**config.mk**
```make
export PLATFORM = sky130hd
export DESIGN_NAME = crc16_checked_reply_deframer_core
export DESIGN_NICKNAME = d
export VERILOG_FILES = /design/src/rtl/crcdf_pkg.sv /design/src/rtl/crcdf_in_stage.sv /design/src/rtl/crcdf_frame_ctrl.sv /design/src/rtl/crcdf_out_stage.sv /design/src/rtl/crc16_checked_reply_deframer_core.sv
export SDC_FILE = /design/constraint.sdc
export NUM_CORES = 1
export LEC_CHECK = 0
export ABC_AREA = 1
export BUFFER_PORTS_ARGS = -buffer_cell sky130_fd_sc_hd__buf_4
export CAP_MARGIN = 0
export CELL_PAD_IN_SITES_DETAIL_PLACEMENT = 0
export CELL_PAD_IN_SITES_GLOBAL_PLACEMENT = 1
export CORE_ASPECT_RATIO = 1.2
export CORE_MARGIN = 3
export CORE_UTILIZATION = 45
export DETAILED_ROUTE_END_ITERATION = 12
export GPL_TIMING_DRIVEN = 0
export HOLD_SLACK_MARGIN = 0.08
export PLACE_DENSITY_LB_ADDON = 0.25
export RECOVER_POWER = 100
export SETUP_SLACK_MARGIN = 0.4
export SYNTH_ARGS = -nofsm -noshare
export SYNTH_HDL_FRONTEND = slang
export SYNTH_SLANG_ARGS = --single-unit
```
**constraint.sdc**
```tcl
create_clock -name clk -period 7.8 [get_ports clk]
set_input_delay 1.95 -clock clk [delete_from_list [all_inputs] [get_ports clk]]
set_output_delay 1.95 -clock clk [all_outputs]
set_load 0.03 [all_outputs]
```
**src/rtl/crcdf_pkg.sv**
```systemverilog
// Shared constants, types and the byte-wide CRC-16/XMODEM update of the deframer.
// Depends on nothing; every deframer module imports it.
package crcdf_pkg;

  localparam int MAX_FRAME_BYTES = 50;

  // Position counter must hold L+2 for the largest legal length.
  localparam int POS_W = $clog2(MAX_FRAME_BYTES + 3);

  localparam logic [7:0]  SYNC_BYTE     = 8'hF2;
  localparam logic [15:0] CRC_POLY      = 16'h1021;
  localparam logic [15:0] CRC_INIT      = 16'h0000;
  localparam logic [7:0]  MIN_FRAME_LEN = 8'd3;
  localparam logic [7:0]  MAX_FRAME_LEN = 8'(MAX_FRAME_BYTES);

  localparam logic [POS_W-1:0] POS_HUNT   = POS_W'(0);
  localparam logic [POS_W-1:0] POS_LEN    = POS_W'(1);
  localparam logic [POS_W-1:0] POS_CMD    = POS_W'(2);
  localparam logic [POS_W-1:0] POS_CODE   = POS_W'(3);
  localparam logic [POS_W-1:0] POS_VAL_LO = POS_W'(4);
  localparam logic [POS_W-1:0] POS_VAL_HI = POS_W'(5);

  typedef enum logic [1:0] {
    ST_OK      = 2'd0,
    ST_CRC_ERR = 2'd1,
    ST_LEN_ERR = 2'd2
  } frame_status_t;

  typedef struct packed {
    logic       valid;
    logic [7:0] data;
  } byte_item_t;

  typedef struct packed {
    logic          valid;
    frame_status_t status;
    logic [7:0]    cmd;
    logic [7:0]    code;
    logic [15:0]   value;
  } result_t;

  // MSB-first CRC-16 update over one byte, no reflection.
  function automatic logic [15:0] crc16_take(input logic [15:0] crc, input logic [7:0] b);
    logic [15:0] c;
    c = crc ^ {b, 8'h00};
    for (int k = 0; k < 8; k++) begin
      if (c[15]) begin
        c = {c[14:0], 1'b0} ^ CRC_POLY;
      end else begin
        c = {c[14:0], 1'b0};
      end
    end
    return c;
  endfunction

endpackage

```
**src/rtl/crcdf_in_stage.sv**
```systemverilog
// Input register of the deframer: captures one received byte per transaction.
// Depends on crcdf_pkg.
module crcdf_in_stage (
  input  logic                  clk,
  input  logic                  rst_n,
  input  logic                  in_valid,
  output logic                  in_stall,
  input  logic [7:0]            in_rx_byte,
  input  logic                  proceed,
  output crcdf_pkg::byte_item_t item
);
  import crcdf_pkg::*;

  logic       hold_valid_r, hold_valid_nxt;
  logic [7:0] data_r;
  logic       accept;

  // The held byte leaves whenever the frame logic advances.
  assign in_stall = hold_valid_r && !proceed;
  assign accept   = in_valid && !in_stall;

  always_comb begin
    if (accept) begin
      hold_valid_nxt = 1'b1;
    end else if (proceed) begin
      hold_valid_nxt = 1'b0;
    end else begin
      hold_valid_nxt = hold_valid_r;
    end
  end

  always_ff @(posedge clk) begin
    if (!rst_n) begin
      hold_valid_r <= 1'b0;
    end else begin
      hold_valid_r <= hold_valid_nxt;
    end
  end

  always_ff @(posedge clk) begin
    if (accept) begin
      data_r <= in_rx_byte;
    end
  end

  assign item.valid = hold_valid_r;
  assign item.data  = data_r;

endmodule

```
**src/rtl/crcdf_frame_ctrl.sv**
```systemverilog
// Frame tracking of the deframer: position counter, running CRC, captured fields.
// Depends on crcdf_pkg; presents at most one result per processed byte.
module crcdf_frame_ctrl (
  input  logic                  clk,
  input  logic                  rst_n,
  input  crcdf_pkg::byte_item_t item,
  input  logic                  proceed,
  output crcdf_pkg::result_t    res
);
  import crcdf_pkg::*;

  logic [POS_W-1:0] pos_r, pos_nxt;
  logic [7:0]       len_r, len_nxt;
  logic [15:0]      crc_r, crc_nxt;
  logic             mismatch_r, mismatch_nxt;
  logic [7:0]       cmd_r, cmd_nxt;
  logic [7:0]       code_r, code_nxt;
  logic [15:0]      value_r, value_nxt;
  logic [POS_W-1:0] len_ext;
  logic [POS_W-1:0] len_p1;
  logic [7:0]       b;
  logic             step;

  assign b       = item.data;
  assign step    = item.valid && proceed;
  assign len_ext = POS_W'(len_r);
  assign len_p1  = len_ext + POS_W'(1);

  always_comb begin
    pos_nxt      = pos_r;
    len_nxt      = len_r;
    crc_nxt      = crc_r;
    mismatch_nxt = mismatch_r;
    cmd_nxt      = cmd_r;
    code_nxt     = code_r;
    value_nxt    = value_r;
    res          = '0;
    res.status   = ST_OK;

    if (pos_r == POS_HUNT) begin
      // Anything but the sync byte is idle line noise.
      if (b == SYNC_BYTE) begin
        pos_nxt      = POS_LEN;
        len_nxt      = 8'h00;
        crc_nxt      = CRC_INIT;
        mismatch_nxt = 1'b0;
        cmd_nxt      = 8'h00;
        code_nxt     = 8'h00;
        value_nxt    = 16'h0000;
      end
    end else if (pos_r == POS_LEN) begin
      if (b < MIN_FRAME_LEN || b > MAX_FRAME_LEN) begin
        pos_nxt    = POS_HUNT;
        len_nxt    = 8'h00;
        res.valid  = 1'b1;
        res.status = ST_LEN_ERR;
      end else begin
        len_nxt = b;
        crc_nxt = crc16_take(CRC_INIT, b);
        pos_nxt = POS_CMD;
      end
    end else begin
      // Field capture happens by position, even when it overlaps check bytes.
      if (pos_r == POS_CMD) begin
        cmd_nxt = b;
      end else if (pos_r == POS_CODE) begin
        code_nxt = b;
      end else if (pos_r == POS_VAL_LO) begin
        value_nxt = {value_r[15:8], b};
      end else if (pos_r == POS_VAL_HI) begin
        value_nxt = {b, value_r[7:0]};
      end

      pos_nxt = pos_r + POS_W'(1);
      if (pos_r < len_ext) begin
        crc_nxt = crc16_take(crc_r, b);
      end else if (pos_r == len_ext) begin
        if (b != crc_r[15:8]) begin
          mismatch_nxt = 1'b1;
        end
      end else if (pos_r == len_p1) begin
        if (b != crc_r[7:0]) begin
          mismatch_nxt = 1'b1;
        end
      end else begin
        // End byte: its value is ignored.
        pos_nxt    = POS_HUNT;
        res.valid  = 1'b1;
        res.status = mismatch_r ? ST_CRC_ERR : ST_OK;
        res.cmd    = cmd_nxt;
        res.code   = code_nxt;
        res.value  = value_nxt;
      end
    end

    res.valid = res.valid && item.valid;
  end

  always_ff @(posedge clk) begin
    if (!rst_n) begin
      pos_r      <= POS_HUNT;
      len_r      <= 8'h00;
      crc_r      <= CRC_INIT;
      mismatch_r <= 1'b0;
      cmd_r      <= 8'h00;
      code_r     <= 8'h00;
      value_r    <= 16'h0000;
    end else if (step) begin
      pos_r      <= pos_nxt;
      len_r      <= len_nxt;
      crc_r      <= crc_nxt;
      mismatch_r <= mismatch_nxt;
      cmd_r      <= cmd_nxt;
      code_r     <= code_nxt;
      value_r    <= value_nxt;
    end
  end

endmodule

```
**src/rtl/crcdf_out_stage.sv**
```systemverilog
// Result register of the deframer: holds one result until its transaction completes.
// Depends on crcdf_pkg; tells the upstream stages when they may advance.
module crcdf_out_stage (
  input  logic               clk,
  input  logic               rst_n,
  input  crcdf_pkg::result_t res,
  output logic               proceed,
  output logic               out_valid,
  input  logic               out_stall,
  output logic [1:0]         out_frame_status,
  output logic [7:0]         out_command_code,
  output logic [7:0]         out_reply_code,
  output logic [15:0]        out_reply_value
);
  import crcdf_pkg::*;

  logic          valid_r, valid_nxt;
  frame_status_t status_r;
  logic [7:0]    cmd_r;
  logic [7:0]    code_r;
  logic [15:0]   value_r;
  logic          load;

  // The register is free when empty or when its result is taken this cycle.
  assign proceed = !valid_r || !out_stall;
  assign load    = proceed && res.valid;

  always_comb begin
    if (load) begin
      valid_nxt = 1'b1;
    end else if (proceed) begin
      valid_nxt = 1'b0;
    end else begin
      valid_nxt = valid_r;
    end
  end

  always_ff @(posedge clk) begin
    if (!rst_n) begin
      valid_r <= 1'b0;
    end else begin
      valid_r <= valid_nxt;
    end
  end

  always_ff @(posedge clk) begin
    if (load) begin
      status_r <= res.status;
      cmd_r    <= res.cmd;
      code_r   <= res.code;
      value_r  <= res.value;
    end
  end

  assign out_valid        = valid_r;
  assign out_frame_status = status_r;
  assign out_command_code = cmd_r;
  assign out_reply_code   = code_r;
  assign out_reply_value  = value_r;

endmodule

```
**src/rtl/crc16_checked_reply_deframer_core.sv**
```systemverilog
// A byte that ends a frame is loaded into the input register when it is taken; its result
// is loaded into the result register once the stages advance. Throughput: one byte per
// cycle while out_stall is low; the CRC update and position compare are combinational.
// A result waiting under out_stall holds the byte behind it in the input register.
// Reset (rst_n low, synchronous) empties both registers and returns the deframer to hunting.
module crc16_checked_reply_deframer_core (
  input  logic        clk,
  input  logic        rst_n,
  input  logic        in_valid,
  output logic        in_stall,
  input  logic [7:0]  in_rx_byte,
  output logic        out_valid,
  input  logic        out_stall,
  output logic [1:0]  out_frame_status,
  output logic [7:0]  out_command_code,
  output logic [7:0]  out_reply_code,
  output logic [15:0] out_reply_value
);
  import crcdf_pkg::*;

  // The byte held in the input register, and whether the stages may advance.
  byte_item_t item;
  logic       proceed;

  // The result that the held byte causes, if any.
  result_t    res;

  // Input register. It accepts a new byte in the same cycle that the held one moves on,
  // so back-to-back transactions flow without bubbles.
  crcdf_in_stage u_in_stage (
    .clk        (clk),
    .rst_n      (rst_n),
    .in_valid   (in_valid),
    .in_stall   (in_stall),
    .in_rx_byte (in_rx_byte),
    .proceed    (proceed),
    .item       (item)
  );

  // Frame tracking. It hunts for the sync byte, validates the length byte, folds the
  // CRC over bytes one to L-1, compares the two check bytes high byte first and emits
  // on the end byte or a bad length byte. A sync byte inside a frame is plain data.
  crcdf_frame_ctrl u_frame_ctrl (
    .clk     (clk),
    .rst_n   (rst_n),
    .item    (item),
    .proceed (proceed),
    .res     (res)
  );

  // Result register. The whole pipeline advances only while it can take a new result,
  // which keeps the order of results and never drops one.
  crcdf_out_stage u_out_stage (
    .clk              (clk),
    .rst_n            (rst_n),
    .res              (res),
    .proceed          (proceed),
    .out_valid        (out_valid),
    .out_stall        (out_stall),
    .out_frame_status (out_frame_status),
    .out_command_code (out_command_code),
    .out_reply_code   (out_reply_code),
    .out_reply_value  (out_reply_value)
  );

endmodule

```
=== Word level (Yosys, flattened, before mapping) ===
Index checks and enable logic that the tools add are counted.

* Register bits after elaboration: 105
* Latch bits: 0
* RAM bits: 0
* Memory bits (read-only): 0
* Input port bits: 12
* Memories: 0

* Add/subtract/negate cells: 2
* Multipliers: 0
* Div/mod/pow operators: 0
* Order comparisons: 3
* Equal/unequal tests: 15
* Shift operators: 0
* Mux-type cells: 106
* Bitwise logic cells: 17
* Reduce and logical (&&, ||, !) cells: 24

{| class="wikitable"
|+ Operator list
! kind !! count
|-
| $mux W16 || 53
|-
| $mux W13 || 16
|-
| $mux W35 || 4
|-
| $mux W8 || 8
|-
| $mux W6 || 9
|-
| $not A3 Y3 || 16
|-
| $mux W32 || 1
|-
| $ne A8 B8 Y1 || 2
|-
| $xor A16 B16 Y16 || 1
|-
| $add A6 B1 Y6 const B || 2
|-
| $eq A6 B2 Y1 const B || 2
|-
| $eq A6 B3 Y1 const B || 2
|-
| $eq A6 B6 Y1 || 2
|-
| $mux W1 || 12
|-
| $reduce_bool A3 Y1 || 3
|-
| $eq A8 B8 Y1 const B || 1
|-
| $gt A8 B6 Y1 const B || 1
|-
| $lt A8 B2 Y1 const B || 1
|-
| $reduce_and A7 Y1 || 1
|-
| $eq A6 B1 Y1 const B || 1
|-
| $logic_not A6 Y1 || 1
|-
| $lt A6 B6 Y1 || 1
|-
| $mux W3 || 2
|-
| $ne A3 B2 Y1 const B || 2
|-
| 11 further kinds || 23
|}

=== Longest topological paths before layout ===
Gate-level depths: netlist of run 1.

* Depth in word-level cells: 41
* Gate-level depth with buffers: 13
* Gate-level depth less buffers: 13

=== Hierarchy ===
A second synthesis of run 1 with hierarchy kept.

* Cells, all modules: 664
* Area total of the unflattened synthesis: 5285.1 um2

{| class="wikitable"
|+ Modules (own cells, without submodules)
! module !! times used !! cells an instance !! area an instance (um2) !! sequential area each (um2)
|-
| crcdf_frame_ctrl || 1 || 607 || 3918.8 || 1221.2
|-
| crcdf_out_stage || 1 || 40 || 1068.5 || 1041.0
|-
| crcdf_in_stage || 1 || 17 || 297.8 || 260.2
|}

=== Least setup slack after synthesis of run 1 ===
No wires, ideal clock.

* Path type: input port to flip-flop
* From: input out_stall
* To: register u_out_stage.cmd_r[0] (netlist: u_out_stage.out_command_code[0]) (enable)
* Library setup time: 437 ps
* Arrival time: 4029 ps
* Data required time: 7363 ps
* Path slack: 3334 ps
* Stages: 3
* Cell sequence: a21oi_1 > inv_1 > a21oi_1

* Longest elaborated chain between the ends: 3

{| class="wikitable"
|+ RTL lines
! element !! RTL line !! RTL
|-
| start, declared || crc16_checked_reply_deframer_core.sv:13 || <nowiki>input logic out_stall,</nowiki>
|-
| $logic_not A1 Y1 || crcdf_out_stage.sv:25 || <nowiki>assign proceed = !valid_r || !out_stall;</nowiki>
|-
| $logic_or A1 B1 Y1 || crcdf_out_stage.sv:25 ||
|-
| $logic_and A1 B1 Y1 || crcdf_out_stage.sv:26 || <nowiki>assign load = proceed && res.valid;</nowiki>
|-
| named net u_out_stage.load || crcdf_out_stage.sv:22 || <nowiki>logic load;</nowiki>
|-
| end signal, assigned || crcdf_out_stage.sv:49 || <nowiki>cmd_r <= res.cmd;</nowiki>
|-
| end, declared || crcdf_out_stage.sv:19 || <nowiki>logic [7:0] cmd_r;</nowiki>
|}

The timed path passes the listed nets, and every way through them passes these cells.
A chain may end at the register's enable or synchronous reset.

=== Worst setup path in the final report of run 1 ===
* From: input out_stall
* To: output in_stall

* Longest elaborated chain between the ends: 4

{| class="wikitable"
|+ RTL lines
! element !! RTL line !! RTL
|-
| $logic_not A1 Y1 || crcdf_out_stage.sv:25 ||
|-
| $logic_or A1 B1 Y1 || crcdf_out_stage.sv:25 ||
|-
| $logic_not A1 Y1 || crcdf_in_stage.sv:19 || <nowiki>assign in_stall = hold_valid_r && !proceed;</nowiki>
|-
| $logic_and A1 B1 Y1 || crcdf_in_stage.sv:19 ||
|-
| end, declared || crc16_checked_reply_deframer_core.sv:10 || <nowiki>output logic in_stall,</nowiki>
|}

Every way passes these cells.

==> flow_results.org, run 1 <==
** Critical path
- The worst setup path is launched from an input port.
- STA puts the critical path data arrival time at 2600 ps.
- Of all nets on the critical path, the largest fanout is 2.
- Worst endpoint required time :: 5850 ps
- The worst setup path is of the input port to output pin kind.
- Endpoint class of the critical path :: output pin

** Power
- The internal power of the cells totals around 810 uW.
- Clock network fraction of total power :: 41.0%
- The design draws 1.062 mW.
- In this run the power density over the cells is 166.1 nW/um^2.
- In this run the static leakage power is around 2.7 nW.
- Switching Fraction :: 23.80%
- Sequential cells burn a little over half of the power.
- Across the VDD grid, the largest voltage drop is 0.0001087 V.
- Relative contribution of combinational cells to total power :: around 5.3%
- For this design the total switching power over the nets is 252.7 uW.

** STA
- Headroom to the max-slew limit came out at -8.334%.
- The final-report max-slew violation count came to 33.
- Actual transition at the worst max-transition pin :: 1625 ps
- Setup repair after global routing left no endpoint under its margin.
- Count of endpoints failing hold in the final timing report :: 0
- Worst setup slack after layout :: around 3300 ps
- Across all hold checks on the routed design, the worst slack comes to 459.7 ps.
- Count of endpoints failing setup in the final report :: 0
- After routing, the total negative slack on setup checks comes to 0 ps.
- In the finished design, the share of the clock period the worst path needs comes to 58.32%.
- Timing-limited maximum frequency :: about 220 MHz
- For the finished layout, the period the worst path requires is 4549 ps.
- Clock skew :: between 10 and 15 ps

** Layout
- At the end of the flow, the number of nets in the layout was around 850.
- Fraction of final layout cells with drive strength greater than 1 :: 9.432%
- Syn-to-layout area delta :: 10.56%
- Once layout is complete, the cells apart from fillers number 988.
- Antenna cell count :: 0
- Fill count :: approximately 1,200
- Summing all flip-flop and latch instances after layout gives between 2000 and 3000 sq um.
- Area used by multi-input combinational logic :: 2554 sq um

** Placement
- RePlAce Congestion :: roughly 0.9
- In this run the tool buffered the top-level ports with 46 buffer cells.
- Dpl cells :: 972
- Final HPWL from detailed placement :: 10,250 um
- Before CTS, the worst setup slack after placement is 3391 ps.

** Clock network
- Total setup buffers inserted after CTS :: 0
- In this run the number of H-tree levels came out at 3.
- TritonCTS built the clock tree.
- Counting every sink on the clock net gives ~110.
- Clock latency at the later pin of the worst-skew pair :: ~350 ps
- In this run, post-CTS repair resized a total of 0 instances.
- Root buffer selected by CTS :: sky130_fd_sc_hd__clkbuf_16
- Worst-path clk slew :: 80 ps
- Post-cts hold buffer count :: 0
- No sink is reached through more buffers than the 2 on the longest clock path.
- Counting the buffers created by CTS gives 9.

** Route
- Count of unresolved DRC violations after routing :: 0
- Using the TritonRoute via totals, the vias-per-cell ratio works out to 4.919.
- Routed vias :: 4,860
- Routed wire length per instance :: between 10 and 15 um
- The first detailed-routing pass took 5 iterations.
- For this block, the initial DRC count from the detailed router was 350.
- For this block, the routed nets add up to 13,970 um of wire.
- Once detail routing completed, the nets flagged for antenna violations numbered 0.

** Logic synthesis
- Yosys printed 0 warnings.
- Dividing the synthesized area by the synthesized cell count gives 7.566 sq um.
- Of the synthesized area, sequential elements account for 43.64%.
- Gate count of the mapped netlist :: 764
- The cell area that synthesis handed to floorplanning was a little under 6000 sq um.
- Post-synth top area cell :: sky130_fd_sc_hd__dfxtp_1
- For this run, the leading register cell type out of synthesis is sky130_fd_sc_hd__dfxtp_1.
- Largest cells by area after synthesis :: sky130_fd_sc_hd__dfxtp_1 22%, sky130_fd_sc_hd__edfxtp_1 22%, sky130_fd_sc_hd__nand2_1 14%
- The synthesized netlist contains 42 unique library cells.
- After synthesis, the largest area contributor takes up 21.82% of total cell area.
- Counting instances in the post-synthesis netlist gives the leading cell types as 212 x sky130_fd_sc_hd__nand2_1, 116 x sky130_fd_sc_hd__inv_1, 63 x sky130_fd_sc_hd__dfxtp_1.
- In the post-synthesis netlist, the cell with the most instances is sky130_fd_sc_hd__nand2_1.
- Synthesis-stage register bit count :: 105
- Number of enable-type register cells in the synthesized netlist :: 42
- In the synthesized netlist the async set-or-reset flop fraction comes to 0%.
- The number of nets in the synthesized netlist is slightly below 800.

** Floorplan
- From bottom edge to top edge, the die measures about 130 um.
- In this run the horizontal extent of the chip is approximately 110 um.
- The floorplan step defined a core boundary enclosing 12,330 sq um.
- During I/O placement, the number of pins put on the boundary was 48.
- For this configuration, the core starts out at a cell density of 46.88%.
- # rows :: 44
- Die area :: 14,250 sq um

** Run
- Maximum Capacitance Violations :: 1

** Status
- The final reports fail on max-capacitance violations, max-slew violations.
- Run status :: finished with violations

** Global route
- Antenna violations before repair :: 0
- Across every metal layer, demand over resource in global routing totals a little over 20%.
- First-pass GRT wire length :: 22,760 um
- Entering global routing, the biggest net connects 33 pins.
- Number of global-route vias before repair :: 4,669
- Summed over all layers, the global routing overflow is 0.

** Hold path
- Path class of the lowest-slack min-delay path :: flop to flop
==> power groups by stage <==
stage	clock network (mW)	logic [mW]	registers [mW]
floorplan	0	0.0375	0.583
global placement	0	0.0559	0.583
detailed placement	0	0.0567	0.583
CTS	0.442	0.0571	0.570
global route	0.463	0.0610	0.571
finish	0.436	0.0559	0.570
==> cells by family after synthesis <==
kind of cell | synth area share [%]
xor+xnor | 4.243
fa+ha+maj | 2.381
compound gates | 11.21
buf+inv | 11.23
simple gates | 27.29
flops | 43.64
==> metrics by stage <==
step                cell area (sq um)  util, %
detailed placement               6359    51.56
floorplan                        5781        -
CTS                              6639    53.84
finish                           6391    51.83
global route                     6391    51.83
global placement                 6327    51.31
==> state kept, by name, indices dropped and copies added (netlist names) <==
signal                        count
u_frame_ctrl.value_r             16
u_in_stage.hold_valid_r           1
u_frame_ctrl.len_r                6
u_frame_ctrl.code_r               8
u_frame_ctrl.crc_r               16
u_frame_ctrl.cmd_r                8
u_frame_ctrl.mismatch_r           1
u_out_stage.out_valid             1
u_in_stage.data_r                 8
u_frame_ctrl.pos_r                6
u_out_stage.out_reply_code        8
u_out_stage.out_reply_value      16
u_out_stage.out_command_code      8
u_out_stage.out_frame_status      2
==> final timing paths <==
check	cells after the start	end	slack [ps]	from
worst min-delay path	2	u_frame_ctrl.value_r[4]$_SDFFE_PN0P_	460	u_frame_ctrl.value_r[4]$_SDFFE_PN0P_
worst min register to register	2	u_frame_ctrl.value_r[4]$_SDFFE_PN0P_	460	u_frame_ctrl.value_r[4]$_SDFFE_PN0P_
worst max register to register	10	u_out_stage.out_reply_value[2]$_SDFFCE_PP0P_	3930	u_frame_ctrl.len_r[5]$_SDFFE_PN0P_
worst max-delay path	4	in_stall	3250	out_stall
==> metal layers <==
metal | global-route usage (%) | wire length, um | vias up
met2 | 37.08 | 7122 | 110
met3 | 2.919 | 610 | 21
met1 | 24.85 | 5967 | 2218
met4 | 6.236 | 265 | 0
met5 | 0 | 0 | -
li1 | - | - | 2511
==> worst max-delay path, stage by stage <==
cell and delay [ps]:
sky130_fd_sc_hd__clkbuf_4 110, sky130_fd_sc_hd__nand2_1 60, sky130_fd_sc_hd__nor2_1 150, sky130_fd_sc_hd__clkbuf_1 330
==> cell type report <==
type	instances	share of cell area (%)
inverters	124	7.322
flip-flops and latches	105	39.47
clock buffers	10	3.583
repair buffers	47	3.348
clock inverters	6	0.8027
well taps	161	3.152
multi-input cells	504	39.96
plain buffers	31	2.369
==> placed cells by master (no fill, tap or decap), types with 15 or more instances in the layout <==
cell type                  instances
sky130_fd_sc_hd__dfxtp_1          63
sky130_fd_sc_hd__nand2_1         216
sky130_fd_sc_hd__xnor2_1          15
sky130_fd_sc_hd__nand3_1          35
sky130_fd_sc_hd__o21ai_0          24
sky130_fd_sc_hd__clkbuf_1         56
sky130_fd_sc_hd__nor2_1           61
sky130_fd_sc_hd__inv_1           117
sky130_fd_sc_hd__o21a_1           16
sky130_fd_sc_hd__a21oi_1          54
sky130_fd_sc_hd__edfxtp_1         42
(Power assumes the default switching activity.)
==> run 2: changes to the inputs <==
--- a/config.mk
+++ b/config.mk
@@ -5,7 +5,7 @@
 export SDC_FILE = /design/constraint.sdc
 export NUM_CORES = 1
 export LEC_CHECK = 0
-export ABC_AREA = 1
+export ABC_AREA = 0
 export BUFFER_PORTS_ARGS = -buffer_cell sky130_fd_sc_hd__buf_4
 export CAP_MARGIN = 0
 export CELL_PAD_IN_SITES_DETAIL_PLACEMENT = 0
==> constraint.sdc (replaced) <==
create_clock -name clk -period 4.6 [get_ports clk]
set_input_delay 1.15 -clock clk [delete_from_list [all_inputs] [get_ports clk]]
set_output_delay 1.15 -clock clk [all_outputs]
set_load 0.03 [all_outputs]
==> run 2 against run 1 <==
Net effect: the flow now finishes without violations; total power rose by 75%; combinational power rose by 71%; utilization barely moved; count of clock-buffer cells in the layout fell by 1; setup slack got worse by 2100 ps; cell count fell by 23%; clock skew fell by 2.9 ps; non-clock buffer count rose by 12; largest cell class unchanged; largest power group unchanged.
==> flow_results.org, run 2 <==
** Floorplan
- During I/O placement, the number of pins put on the boundary was 48.
- # rows :: 43
- The floorplan step defined a die boundary enclosing roughly 13,000 sq um.
- Die Wd :: approximately 110 um
- Height of the die :: ~130 um
- The initial utilization of the core area, before any placement, comes to 46.57%.
- Core area :: 11,670 sq um

** Placement
- The wire-length estimate of the detail-placed layout is 9347 um.
- OpenSTA, run right after detailed placement, puts the worst setup slack at around 1700 ps.
- At the end of routability-driven placement, the weighted congestion stood at between 0.9 and 1.
- Buffers added on ports :: 46
- Once placement finished, the instance area stood at around 6000 sq um.

** Layout
- Commonest non-fill, non-tap cells in the layout :: 66 x sky130_fd_sc_hd__clkbuf_1, 63 x sky130_fd_sc_hd__dfxtp_1, 60 x sky130_fd_sc_hd__nand2_1
- At the end of the flow, the number of nets in the layout was 626.
- Relative to the synthesized area, the layout overhead comes to 11.35%.
- The post-route netlist has 8.059% of its cells at a drive strength greater than 1.
- After filler insertion, the fill cell instance count of the layout stands at 1,125.
- Post-route cell area :: roughly 6000 sq um
- The number of antenna diodes in the final layout is 0.
- The library cell used most frequently in the layout, excluding fill and tap cells, is sky130_fd_sc_hd__clkbuf_1.

** Clock network
- The tree built by TritonCTS fans out to 105 sinks.
- The number of hold buffers added after CTS was 0.
- CTS built an H-tree with a depth of 3.
- Clock latency at the later pin of the worst-skew pair :: 350 ps
- Bufs on Longest Clock Path :: 2
- Worst-path clk slew :: 70 ps
- Number of buffers inserted during clock tree synthesis :: 9
- Clock tree synthesis selected as its root buffer the cell sky130_fd_sc_hd__clkbuf_16.
- Post-CTS repair changed the size of 0 cells.
- TritonCTS built the clock tree.
- The number of setup buffers added after CTS is 0.

** STA
- Actual transition at the worst max-transition pin :: 900.0 ps
- Count of endpoints failing setup in the final report :: 0
- Ratio of final minimum period to clock period :: 75.33%
- Clock skew :: 8.421 ps
- Across all setup checks in the final design, the least slack found is between 1000 and 1500 ps.
- Worst relative slew slack :: about two fifths
- The routed design could run at a clock period as short as 3465 ps.
- Setup repair after global routing missed its margin :: no
- For this run, the top clock speed supported by timing is 288.6 MHz.
- Count of endpoints failing hold in the final timing report :: 0
- Pins over their slew limit :: 0

** Critical path
- Crit Path Category :: flop to flop
- Launching point of the worst reg2reg path :: u_frame_ctrl.pos_r[0]$_SDFFE_PN0P_
- STA puts the critical path data required time at 4700 ps.
- Endpoint class of the critical path :: flop
- R2R setup slack :: between 1000 and 1500 ps
- The worst setup path is launched from a flop.
- In this run the worst path has a maximum fanout of 31.
- Worst r2r dst :: u_out_stage.out_reply_value[2]$_SDFFCE_PP0P_
- Number of cells on the worst reg-to-reg path :: 8
- For the worst setup path, the data arrival time is 3570 ps.

** Route
- In the final routed layout, each cell accounts on average for 17.36 um.
- The routed design has 13,280 um of wire.
- The count of nets left with antenna violations once routing finished came out at 0.
- In the routed layout, each cell is associated on average with a via count of 5.463.
- The detailed router finished its first iteration with between 200 and 300 violations.
- Routed vias :: around 4,200
- Count of unresolved DRC violations after routing :: 0
- Number of optimization iterations in the first detailed-route pass :: 5

** Power
- The design draws around 1.9 mW.
- The analysis attributes to cell leakage a power of 2.163 nW.
- P per Cell Area :: roughly 310 nW/um^2
- Worst IR drop on VDD :: roughly 0.00016 V

** Hold path
- Cell count of the worst hold path :: 2
- Worst Hold End :: u_frame_ctrl.crc_r[11]$_SDFFE_PN0P_
- Path class of the lowest-slack min-delay path :: flop to flop
- In this run the most critical hold path is launched from u_frame_ctrl.crc_r[11]$_SDFFE_PN0P_.

** Logic synthesis
- The synthesized design spends more area on one cell type than any other, namely sky130_fd_sc_hd__dfxtp_1.
- Yosys warns :: 0
- By area the synthesized netlist is led by sky130_fd_sc_hd__dfxtp_1 23%, sky130_fd_sc_hd__edfxtp_1 23%, sky130_fd_sc_hd__xnor2_1 5.6%.
- After synthesis, the netlist uses 60 different library cells.
- Counting flops with a built-in enable in the synthesized netlist gives between 40 and 50.
- Dividing the synthesized area by the synthesized cell count gives 9.975 sq um.
- Of the synthesized area, sequential elements account for 46.40%.
- Counting every net in the synthesized netlist gives 568.
- In this run the biggest area consumer among cell types represents a little under a quarter of the synthesized area.
- Top post-synthesis cells by count :: 63 x sky130_fd_sc_hd__dfxtp_1, 60 x sky130_fd_sc_hd__nand2_1, 42 x sky130_fd_sc_hd__edfxtp_1
- Synthesis-stage register bit count :: 105
- Synthesis produced 545 cells.
- Cell area after synthesis :: approximately 5400 sq um
- By instance count, the leading cell after synthesis is sky130_fd_sc_hd__dfxtp_1.
- In the synthesized netlist the async set-or-reset flop fraction comes to 0%.
- Among all flip-flop cells after synthesis, the most frequent one is sky130_fd_sc_hd__dfxtp_1.

** Global route
- Total GRT Usage :: 19.95%
- The total overflow left after global routing is 0.
- The number of antenna violations at the first check in global routing is 0.
- Entering global routing, the biggest net connects 32 pins.
- Number of global-route vias before repair :: 3,919
- The first global-routing pass estimated around 21,000 um of wire.

** Status
- Run status :: complete, no violations

** Run
- Maximum Capacitance Violations :: 0
[run 2: area by class of cell]
class / count / area (sq um) / share of cell area [%]
Inverter: 12 / 45.04 / 0.7441
Clock buffer: 9 / 225.2 / 3.721
Tap cell: 157 / 196.4 / 3.245
Sequential cell: 105 / 2522 / 41.67
Timing Repair Buffer: 47 / 230.2 / 3.803
Clock inverter: 7 / 75.07 / 1.240
Buffer: 43 / 203.9 / 3.369
Multi-Input combinational cell: 385 / 2555 / 42.21
[run 2: worst max-delay path by stage]
stage                                  startpoint  cells after the start                                       endpoint  slack, ps
2_1_floorplan  u_frame_ctrl.len_r[2]$_SDFFE_PN0P_                     10  u_out_stage.out_command_code[0]$_SDFFCE_PP0P_        860
3_3_place_gp   u_frame_ctrl.len_r[2]$_SDFFE_PN0P_                     10  u_out_stage.out_reply_value[13]$_SDFFCE_PP0P_         -3
3_5_place_dp                            out_stall                      8            u_frame_ctrl.code_r[4]$_SDFFE_PN0P_       1730
4_1_cts                                 out_stall                      3                                       in_stall       1810
5_1_grt        u_frame_ctrl.len_r[0]$_SDFFE_PN0P_                      9    u_out_stage.out_reply_code[6]$_SDFFCE_PP0P_        930
6_report       u_frame_ctrl.pos_r[0]$_SDFFE_PN0P_                      8   u_out_stage.out_reply_value[2]$_SDFFCE_PP0P_       1140
[run 2: where the power goes]
part | internal [mW] | switching [mW] | leakage (nW)
Sequential | 0.965 | 0.00177 | 0.967
Combinational | 0.0367 | 0.0589 | 1.05
Clock | 0.428 | 0.365 | 0.146
Total | 1.43 | 0.426 | 2.16
[run 2: per-stage QoR]
stage               setup TNS (ps)  hold slack (ps)  utilization, %  std cells
finish                           0            488.8           51.85        765
global route                     0            517.4           51.85        765
CTS                              0            489.0           54.05        765
detailed placement               0            480.2           51.47        749
global placement            -41.10            465.7           51.21        748
floorplan                        0            447.8               -        545
[run 2: metal layers]
layer / part of all wire [%] / up-vias / GRT usage [%]
met2: 49 / 111 / 33.16
met1: 45 / 2008 / 26.77
met5: 0 / - / 0
met3: 4.7 / 16 / 3.003
li1: - / 2044 / -
met4: 1.8 / 0 / 6.402
[run 2: critical path: stages, from the launching register on]
cell,delay [ps]
sky130_fd_sc_hd__dfxtp_1,380
sky130_fd_sc_hd__inv_1,140
sky130_fd_sc_hd__ha_1,310
sky130_fd_sc_hd__or3_1,410
sky130_fd_sc_hd__o311ai_0,790
sky130_fd_sc_hd__nand2b_1,190
sky130_fd_sc_hd__clkbuf_1,390
sky130_fd_sc_hd__a21oi_1,320
sky130_fd_sc_hd__buf_12,270
[run 2: kinds of logic (layout without fill, tap and decap cells)]
logic type	Yosys count	count (layout)	synth area share [%]
compound gates	112	112	14.98
xor+xnor	60	60	9.804
fa+ha+maj	11	11	2.532
buf+inv	55	118	5.201
flops	105	105	46.40
mux	16	16	2.946
simple gates	186	186	18.14
==> run 3: changes to the inputs <==
==> constraint.sdc (replaced) <==
create_clock -name clk -period 3.5 [get_ports clk]
set_input_delay 0.875 -clock clk [delete_from_list [all_inputs] [get_ports clk]]
set_output_delay 0.875 -clock clk [all_outputs]
set_load 0.03 [all_outputs]
==> run 3 against run 2 <==
Net effect: sequential share of layout area shrank 0.48 points; count of clock-buffer cells in the layout grew 1; sequential power grew 31%; fmax grew 15%; highest routed layer unchanged; largest cell class unchanged.
==> flow_results.org, run 3 (same netlist as run 2, synthesis figures left out) <==
** Status
- The flow ran to the end, and the final reports show no timing, DRC or antenna violations.

** Clock network
- Root buffer selected by CTS :: sky130_fd_sc_hd__clkbuf_16
- The longest clock path from root to sink contains 2 buffers.
- The number of clock buffers added by TritonCTS is 9.
- CTS tree :: yes
- Worst-path clk slew :: 70 ps
- The tree built by TritonCTS fans out to 105 sinks.
- For this design, the CTS-stage hold fixing added 0 buffers.
- Clock latency on the worst-skew pair, taken at its later pin, is 350 ps.
- CTS built an H-tree with a depth of 3.

** Critical path
- The worst setup path is captured at a flop.
- The worst setup path is launched from a flop.
- Worst endpoint required time :: roughly 3600 ps
- Worst-path fanout max :: 21
- Broken down by cell family, the worst path's largest delay share belongs to compound AO/OA/AOI/OAI gates.
- WP buf/inv :: 4
- Slowest cell on the critical path :: sky130_fd_sc_hd__a21oi_2
- The worst register-to-register path ends at u_out_stage.out_reply_value[2]$_SDFFCE_PP0P_.
- Traced cell by cell, the critical path runs through clkbuf_1 -> inv_1 -> ha_1 -> nand4_1 -> o21bai_1 -> nand3_1 -> o311ai_0 -> nand2b_1 -> buf_6 -> a21oi_2 -> buf_16.
- Worst Path Arrival :: 3070 ps
- Launching point of the worst reg2reg path :: u_frame_ctrl.len_r[2]$_SDFFE_PN0P_
- By startpoint and endpoint, the worst setup path is classified as flop to flop.
- In this design, the stage delay of the slowest critical-path cell is 390 ps.
- Number of cells on the worst reg-to-reg path :: 11
- Across all register-to-register paths, the minimum setup slack is 480 ps.

** Power
- Leak :: 2.191 nW
- Worst IR drop on VDD :: 0.0002088 V
- The completed layout was analyzed and its total power is 2.411 mW.
- For this design the ratio of total power to cell area is 393.8 nW/um^2.

** Hold path
- Path class of the lowest-slack min-delay path :: flop to flop
- Beginning of the worst hold path :: u_frame_ctrl.crc_r[11]$_SDFFE_PN0P_
- Worst Hold End :: u_frame_ctrl.crc_r[11]$_SDFFE_PN0P_
- Cell count of the worst hold path :: 2

** Floorplan
- In this run the horizontal extent of the chip is about 110 um.
- Height of the die :: ~130 um
- The initialized floorplan defines 43 standard-cell rows.
- Once the floorplan was initialized, standard cells occupied 46.57% of the core.
- Core area :: ~12,000 sq um
- The die covers about 13,000 sq um.
- For this design the top-level I/O count stands at 48.

** STA
- Dividing the final minimum period by the clock period gives 86.20%.
- The final-report max-slew violation count came to 0.
- Setup repair after global routing missed its margin :: no
- Worst relative slew slack :: roughly two fifths
- For the pin with the worst max-slew slack, the measured transition is 885.7 ps.
- Worst hold slack :: a little under 500 ps
- Static timing analysis puts the maximum clock frequency at 331.4 MHz.
- Post-route minimum period :: 3017 ps
- Clock skew :: roughly 9.4 ps
- Count of endpoints failing setup in the final report :: 0
- Count of endpoints failing hold in the final timing report :: 0

** Route
- Count of unresolved DRC violations after routing :: 0
- For this run, the detailed router's first-pass iteration total came to 4.
- Routed met1 length :: 5769 um
- Drt first-iter violations :: 222
- Number of nets with antenna violations after detailed routing :: 0
- In this run the top signal layer used is met4.
- Vias per inst :: 5.486
- Metal2 WL :: 6558 um
- Summing over every cut layer, the via total after detailed routing is 4,213.
- Routed wire length per instance :: 17.27 um
- The routed design has 13,260 um of wire.
- Summed over all nets, wire length on met3 after detailed routing comes to 569 um.

** Layout
- Fraction of final layout cells with drive strength greater than 1 :: 8.838%
- The library cell used most frequently in the layout, excluding fill and tap cells, is sky130_fd_sc_hd__clkbuf_1.
- Post-route cell area :: approximately 6100 sq um
- Commonest non-fill, non-tap cells in the layout :: 66 x sky130_fd_sc_hd__clkbuf_1, 63 x sky130_fd_sc_hd__dfxtp_1, 60 x sky130_fd_sc_hd__nand2_1
- Compared with the post-synthesis result, the final layout area differs by 12.64%.
- The repair_antennas step left the layout with diodes totalling 0.
- The final layout contains around 630 nets.
- Final core utilization :: 52.45%
- Leaving out filler cells and counting taps, the final layout contains between 700 and 800.

** Global route
- Entering global routing, the biggest net connects 22 pins.
- First-pass GRT wire length :: roughly 21,000 um
- Total GRT Usage :: 20.11%
- The number of global-route vias before repair came to about 4,000.
- Residual overflow from global routing :: 0
- Antenna violations before repair :: 0

** Placement
- DP Area :: 6017 sq um
- Buffers added on ports :: 46
- Once placement completed, the tool counted placed cells totaling 749.
- RePlAce Congestion :: 0.8863
- Detailed placement finished with a half-perimeter wire length of about 9500 um.

** Run
- Maximum Capacitance Violations :: 0
==> run 3: where the power goes <==
group / leakage (nW) / switching (mW) / internal (mW)
combinational: 1.08 / 0.0774 / 0.0477
sequential: 0.967 / 0.00246 / 1.27
clock: 0.145 / 0.457 / 0.558
==> run 3: worst max path at each step <==
stage,from,end,depth (start not counted)
6_report,u_frame_ctrl.len_r[2]$_SDFFE_PN0P_,u_out_stage.out_reply_value[2]$_SDFFCE_PP0P_,11
5_1_grt,u_frame_ctrl.len_r[2]$_SDFFE_PN0P_,u_out_stage.out_frame_status[0]$_SDFFCE_PN0P_,11
4_1_cts,u_frame_ctrl.len_r[2]$_SDFFE_PN0P_,u_out_stage.out_command_code[6]$_SDFFCE_PP0P_,11
2_1_floorplan,u_frame_ctrl.len_r[2]$_SDFFE_PN0P_,u_out_stage.out_command_code[0]$_SDFFCE_PP0P_,10
3_5_place_dp,u_frame_ctrl.len_r[2]$_SDFFE_PN0P_,u_out_stage.out_reply_value[13]$_SDFFCE_PP0P_,11
3_3_place_gp,u_frame_ctrl.len_r[2]$_SDFFE_PN0P_,u_out_stage.out_reply_value[11]$_SDFFCE_PP0P_,10
==> run 3: worst reg2reg max path, cell delays in order (launching register included) <==
cell and delay [ps]:
sky130_fd_sc_hd__dfxtp_1 310, sky130_fd_sc_hd__clkbuf_1 280, sky130_fd_sc_hd__inv_1 80, sky130_fd_sc_hd__ha_1 280, sky130_fd_sc_hd__nand4_1 100, sky130_fd_sc_hd__o21bai_1 200
sky130_fd_sc_hd__nand3_1 120, sky130_fd_sc_hd__o311ai_0 310, sky130_fd_sc_hd__nand2b_1 270, sky130_fd_sc_hd__buf_6 170, sky130_fd_sc_hd__a21oi_2 390, sky130_fd_sc_hd__buf_16 220
==> run 3: per-stage QoR <==
stage	setup TNS, ps	setup WS, ps
6_report	0	482.8
5_1_grt	0	313.4
4_1_cts	0	536.3
2_1_floorplan	0	453.2
3_5_place_dp	0	544.2
3_3_place_gp	-4615	-137.7
==> run 3: repair_timing <==
action / 4_1_cts / 5_1_grt
gates resized for setup: 0 / 0
hold endpoints to repair: 0 / 0
setup buffers: 0 / 3
endpoints found under the setup margin: 0 / 21
==> run 3: layout make-up <==
class                           count  area [sq um]
Clock buffer                       10         229.0
Buffer                             43         230.2
Timing Repair Buffer               50         269.0
Tap cell                          157         196.4
Sequential cell                   105          2522
Clock inverter                      6         65.06
Fill cell                        1137          5552
Multi-Input combinational cell    385          2566
Inverter                           12         45.04
==> run 3: metal layers <==
layer  up-vias  GRT usage [%]
met4         0          8.613
li1       2046              -
met1      2038          26.07
met3        23          1.934
met5         -              0
met2       106          34.24
